`src/rtl/rrb_ram.sv`:
```
`default_nettype none

module rrb_ram #(
  parameter int W = 8,
  parameter int D = 32,
  localparam int AW = $clog2(D)
) (
  input  wire logic          clk,
  input  wire logic          we,
  input  wire logic [AW-1:0] waddr,
  input  wire logic [W-1:0]  wdata,
  input  wire logic [AW-1:0] raddr,
  output logic      [W-1:0]  rdata
);

  logic [W-1:0] mem [D];

  always_ff @(posedge clk) begin
    if (we) begin
      mem[waddr] <= wdata;
    end
    rdata <= mem[raddr];
  end

endmodule

`default_nettype wire

```
`config.mk`:
```
export PLATFORM = sky130hd
export DESIGN_NAME = rrb_ram
export DESIGN_NICKNAME = d
export VERILOG_FILES = /design/src/rtl/rrb_ram.sv
export SDC_FILE = /design/constraint.sdc
export NUM_CORES = 1
export LEC_CHECK = 0
export ABC_AREA = 1
export BUFFER_PORTS_ARGS = -buffer_cell sky130_fd_sc_hd__buf_2
export CAP_MARGIN = 20
export CORE_MARGIN = 5
export CORE_UTILIZATION = 40
export CTS_CLUSTER_SIZE = 8
export DETAILED_ROUTE_END_ITERATION = 7
export PLACE_DENSITY = 0.58
export SETUP_SLACK_MARGIN = 0.15
export SLEW_MARGIN = 40
export SYNTH_ARGS = -nofsm -noshare
export SYNTH_HDL_FRONTEND = slang
export SYNTH_SLANG_ARGS = --single-unit
export TNS_END_PERCENT = 30
```
`constraint.sdc`:
```
create_clock -name clk -period 2.5 [get_ports clk]
set_clock_uncertainty 0.2 [all_clocks]
set_input_delay 0.75 -clock clk [delete_from_list [all_inputs] [get_ports clk]]
set_output_delay 0.75 -clock clk [all_outputs]
set_load 0.01 [all_outputs]
```
==> results.py, run 1 <==
metrics = {
    "clocking": {
        "cts_tree": "yes",
        "clock_sinks": 264,
        "ctsRootBufferMaster": "clkbuf_16",
        "ctsResizeCount": 0,
        "hold_buffers": 0,
        "post-cts-setup-buffers": 0,
        "cts_buffers": 38,
        "cts_buffer_depth": 3,
        "cts.reportedPaths.clkPinSlew_ps": 50,
        "worstSkewPairLatency_ps": 510,
        "htree_levels": 2,
    },
    "job": {
        "cap_viol_max_count": 0,
    },
    "floorplan": {
        "core-area_um2": 26700,
        "die_area_um2": 30400,
        "start_util_pct": 40.4,
        "die_h_um": 174,
        "num_io_pins": 28,
        "die_w_um": 174,
        "rows": 60,
    },
    "final_layout": {
        "layout-drive-gt1-share_pct": 12.4,
        "nFillCells": 2419,
        "area_delta_synth_final_pct": 17.0,
        "fin_nets": 1013,
        "final_cell_mix": "nand2_1 (360), edfxtp_1 (256), nand3_1 (204)",
        "final_common_cell": "nand2_1",
    },
    "sta": {
        "drv_slew": 0,
        "rsz0062_at_grt": "no",
        "fin_crit_sh_pct": 80.8,
        "tightest_slew_ps": 742,
        "setup_violations": 0,
        "period_minus_slack_ps": 2020,
        "setup_ws_ps": 480,
        "max_freq_ghz": 0.495,
        "tns_ps": 0,
        "hold_viol_final": 0,
        "max-slew-margin-rel_pct": 50.5,
    },
    "route": {
        "highest_layer": "met4",
        "wl_met2_um": 12300,
        "vias": 6991,
        "wl_met1_um": 12400,
        "viasPerCell": 5.15,
        "drtAntennaViolNets": 0,
        "dr_wl_met3_um": 1540,
        "wire_per_inst_um": 19.7,
        "wirelength_um": 26800,
        "post-route-drc-count": 0,
        "drt-initial-drc-count": 699,
        "first_pass_iters": 6,
    },
    "synthesis": {
        "ys_warn_count": 0,
        "netlist_area_um2": 10800,
        "avgSynthCellArea_um2": 11.7,
        "yosysSeqAreaShare_pct": 72.8,
        "ys_seq_elements": 264,
        "netlist_instances": 922,
        "synth_cell_types": 12,
        "synth_fp_nets": 942,
    },
    "worst_setup_path": {
        "worst-setup-path-type": "reg -> out",
        "cp.arrival_ps": 1070,
        "setup.worst_path.end": "rdata[7]",
        "worstRegToRegCells": 8,
        "cp.required_ps": 1550,
        "startpoint": "rdata[7]",
        "start_kind": "register",
        "path_cells": "buf_2",
        "timing.rr.end": "rdata[5]",
        "critPathSlowestCell": "dfxtp_1",
        "cp_max_fo": 1,
        "end_kind": "output port",
        "r2r-start": "mem[16][5]",
        "regToRegSetupSlack_ps": 1160,
        "max_stage_delay_ps": 390,
        "worstSetupPathDepth": 1,
        "cp_num_buf_inv": 1,
        "crit_family": "flip-flops",
    },
    "global_route": {
        "grt_pass1_wl_um": 41200,
        "antenna_found_initial": 1,
        "overflow": 0,
        "grt_max_degree": 65,
        "track_usage_pct": 17.6,
        "grt_pass1_vias": 6849,
    },
    "power_and_ir_drop": {
        "p_leak_nw": 4.75,
        "powerDensity_nw_per_um2": 817,
        "peakVddDrop_v": 0.000460,
    },
    "place": {
        "port_buffers": 27,
        "pre_cts_ws_ps": 208,
        "hpwl_um": 15700,
        "place_congestion": 0.793,
    },
    "run_status": {
        "status": "completed",
    },
    "hold_path": {
        "min_path_type": "in -> reg",
        "hold_start": "raddr[4]",
    },
}
==> how the worst min path moves through the flow <==
stage | to | slack [ps] | cells after the start
finish | rdata[2] | 360 | 3
global route | rdata[2] | 380 | 3
detailed placement | rdata[0] | 550 | 8
global placement | rdata[0] | 550 | 8
floorplan | rdata[0] | 490 | 8
CTS | rdata[4] | 350 | 3
==> cells by family after synthesis <==
group	Yosys count	synth area share, %
AND/OR/NAND/NOR	596	23.1
flip-flops	264	72.8
buffers and inverters	62	4.14
==> metrics by stage <==
step	util, %	hold slack, ps	power [W]	std cells	instance area (µm²)
floorplan	-	488	0.00539	922	10800
global placement	43.1	548	0.00566	1294	11500
detailed placement	43.1	553	0.00567	1294	11500
CTS	47.2	347	0.0104	1356	12600
global route	47.2	380	0.0106	1357	12600
finish	47.2	364	0.0103	1357	12600
==> worst reg2reg max path, cell delays in order, from the launching register on <==
cell and delay (ps):
edfxtp_1 370, nand2_1 80, nand3_1 100, nand3_1 150
nand2_1 90, nand2_1 70, nand2_1 60, nand2_1 70
nand2_1 60
==> report_power, final <==
group | total, W | internal [W] | switching [W]
sequential | 0.00496 | 0.00493 | 0.0000273
combinational | 0.000624 | 0.000185 | 0.000439
clock | 0.00473 | 0.00298 | 0.00175
==> state kept, by name, summed over array words and instances (netlist names) <==
name and cells:
mem 256, rdata 8
==> cell type report <==
type	count	area [µm²]	area share, %
sequential	264	7850	62.2
timing repair buffer	83	708	5.61
inverter	10	40.0	0.317
clock buffer	62	1100	8.75
antenna	1	2.50	0.0198
tap	341	427	3.38
multi-input combinational	596	2490	19.7
==> layer usage <==
| layer | vias up | global-route usage, % |
|---|---|---|
| met5 | - | 0 |
| met2 | 225 | 27.1 |
| met3 | 50 | 2.85 |
| met1 | 3378 | 25.9 |
| li1 | 3338 | - |
| met4 | 0 | 5.34 |
==> cells in the mapped netlist <==
| library cell | instances | area share (%) |
|---|---|---|
| buf_1 | 2 | 0.070 |
| buf_2 | 15 | 0.70 |
| buf_4 | 4 | 0.28 |
| buf_6 | 24 | 2.5 |
| clkbuf_1 | 7 | 0.24 |
| dfxtp_1 | 8 | 1.5 |
| edfxtp_1 | 256 | 71 |
| inv_1 | 8 | 0.28 |
| inv_2 | 2 | 0.070 |
| nand2_1 | 360 | 13 |
| nand3_1 | 204 | 9.5 |
| nor2_1 | 32 | 1.1 |
Note: power is estimated with default switching activity, not from simulation.
==> run 2, diff against run 1 <==
Settings changed: PLACE_DENSITY 0.58 to 0.6.
Clock period 2.5 ns to 1.6 ns, I/O delays scaled along.
==> run 2 against run 1 <==
  * The run now ends with negative setup slack left
  * Global-route usage increased by 0.15 points
  * Clock-buffer cell count fell by 7
  * Worst hold slack lost 240 ps
  * Non-clock buffer count increased by 32
  * First-iteration DRC count decreased by 3.7%
  * Final cell count rose by 1.8%
  * Critical path depth is the same
  * Clock power up 53%
  * Register-to-register slack worse by 920 ps
  * Sequential share of layout area fell by 2.4 points
==> results.py, run 2 (synthesized netlist as in run 1, its figures left out) <==
metrics = {
    "floorplan": {
        "die_w_um": 174,
        "die_h_um": 174,
        "start_util_pct": 40.4,
        "core-area_um2": 26700,
        "num_io_pins": 28,
        "rows": 60,
        "die_area_um2": 30400,
    },
    "power_and_ir_drop": {
        "clkPwrFrac_pct": 44.9,
        "swShare_pct": 21.5,
        "sequentialPowerShare_pct": 47.9,
        "powerDensity_nw_per_um2": 1230,
        "combPwrFrac_pct": 7.2,
        "switchingPower_w": 0.00347,
        "power_w": 0.0162,
        "p_leak_nw": 5.01,
        "peakVddDrop_v": 0.000861,
        "p_int_w": 0.0127,
    },
    "worst_setup_path": {
        "worstRegToRegCells": 8,
        "timing.rr.end": "rdata[5]",
        "worst-setup-path-type": "reg -> out",
        "regToRegSetupSlack_ps": 240,
        "cp_num_buf_inv": 1,
        "cp.arrival_ps": 980,
        "critPathSlowestCell": "dfxtp_2",
        "max_stage_delay_ps": 360,
        "start_kind": "register",
        "cp_max_fo": 1,
        "crit_family": "flip-flops",
        "path_cells": "buf_6",
        "cp.required_ps": 920,
        "r2r-start": "mem[23][5]",
        "end_kind": "output port",
    },
    "job": {
        "cap_viol_max_count": 0,
    },
    "sta": {
        "hold_viol_final": 0,
        "max-slew-margin-rel_pct": 44.2,
        "setup_violations": 8,
        "setup_ws_ps": -63.2,
        "max_freq_ghz": 0.601,
        "tns_ps": -266,
        "period_minus_slack_ps": 1660,
        "tightest_slew_ps": 837,
        "rsz0062_at_grt": "yes",
        "drv_slew": 0,
        "fin_crit_sh_pct": 104,
    },
    "hold_path": {
        "holdPathStages": 3,
        "min_path_type": "in -> reg",
        "hold_start": "raddr[4]",
        "min_to": "rdata[6]",
    },
    "place": {
        "dpl.cell_count": 1317,
        "pre_cts_ws_ps": -392,
        "hpwl_um": 16300,
        "post_dp_cell_area_um2": 11700,
        "place_congestion": 0.830,
        "port_buffers": 27,
    },
    "clocking": {
        "ctsRootBufferMaster": "clkbuf_16",
        "cts_buffers": 38,
        "clock_sinks": 264,
        "cts_tree": "yes",
        "htree_levels": 2,
        "cts.reportedPaths.clkPinSlew_ps": 50,
        "worstSkewPairLatency_ps": 510,
        "cts_buffer_depth": 3,
        "hold_buffers": 0,
    },
    "route": {
        "first_pass_iters": 5,
        "post-route-drc-count": 0,
        "wirelength_um": 28800,
        "drtAntennaViolNets": 0,
        "viasPerCell": 5.27,
        "drt-initial-drc-count": 673,
        "vias": 7281,
        "wire_per_inst_um": 20.9,
    },
    "global_route": {
        "grt_max_degree": 65,
        "antenna_found_initial": 0,
        "overflow": 0,
        "grt_pass1_vias": 7254,
        "grt_pass1_wl_um": 41700,
        "track_usage_pct": 17.8,
    },
    "final_layout": {
        "layout-drive-gt1-share_pct": 16.8,
        "fin_nets": 1045,
        "stdcell_area_um2": 13100,
        "top_regs": "mem x256, rdata x8",
        "regMostFlops": "mem",
        "final_common_cell": "nand2_1",
        "area_delta_synth_final_pct": 21.8,
        "n_antenna_cell": 0,
        "largest_reg_flops": 256,
        "final_cell_mix": "nand2_1 (358), edfxtp_1 (256), nand3_1 (198)",
        "final_cells": 1381,
    },
    "run_status": {
        "status": "finished with violations",
        "violations": "negative setup slack",
    },
}
## run 2: cell count changes in the layout (fill, tap and decap cells not counted), sizes merged
cell	previous run	this run
buf	83	107
clkbuf	62	63
diode	1	0
## run 2: repair_timing
action                     4_1_cts  5_1_grt
setup endpoints to repair       11       48
cloned                           0        8
gates resized for setup         17       27
buffers inserted                 0        1
## run 2: tightest hold or removal path, stage by stage
cell	delay [ps]
buf_2	180
nand2_1	90
nand2_1	40
## run 2: area by class of cell
cell class,count,area (µm²)
Fill cell,2390,13600
Sequential cell,264,7860
Multi-Input combinational cell,596,2530
Timing Repair Buffer,115,1190
Clock buffer,55,1080
Tap cell,341,427
Inverter,10,57.6
## run 2: power groups by stage
stage / sequential [W] / combinational, W / clock, W
6_report: 0.00775 / 0.00117 / 0.00726
5_1_grt: 0.00775 / 0.00127 / 0.00771
4_1_cts: 0.00775 / 0.00106 / 0.00739
3_5_place_dp: 0.00787 / 0.00103 / 0
3_3_place_gp: 0.00787 / 0.00101 / 0
2_1_floorplan: 0.00787 / 0.000554 / 0
## run 2: through the flow
step                      utilization [%]  hold slack, ps
after floorplan                         -             379
after global placement               43.7             573
after detailed placement             43.7             585
after CTS                            48.0            98.6
after global routing                 49.2             143
final                                49.2             125
## run 2: how the worst max path moves through the flow
| stage | slack, ps | to | cells after the start | startpoint |
|---|---|---|---|---|
| floorplan | -110 | mem[0][0] | 3 | waddr[0] |
| finish | -60 | rdata[3] | 1 | rdata[3] |
| global placement | -400 | rdata[7] | 11 | raddr[0] |
| CTS | -70 | rdata[1] | 1 | rdata[1] |
| detailed placement | -390 | rdata[4] | 11 | raddr[0] |
| global route | -70 | rdata[1] | 1 | rdata[1] |
## run 2: layer usage
metal	GRT usage, %	vias to the layer above	share of wire (%)
met5	0	-	0
met4	5.05	0	2.1
met3	2.94	41	6.6
li1	-	3408	-
met1	24.8	3589	43
met2	28.9	243	49
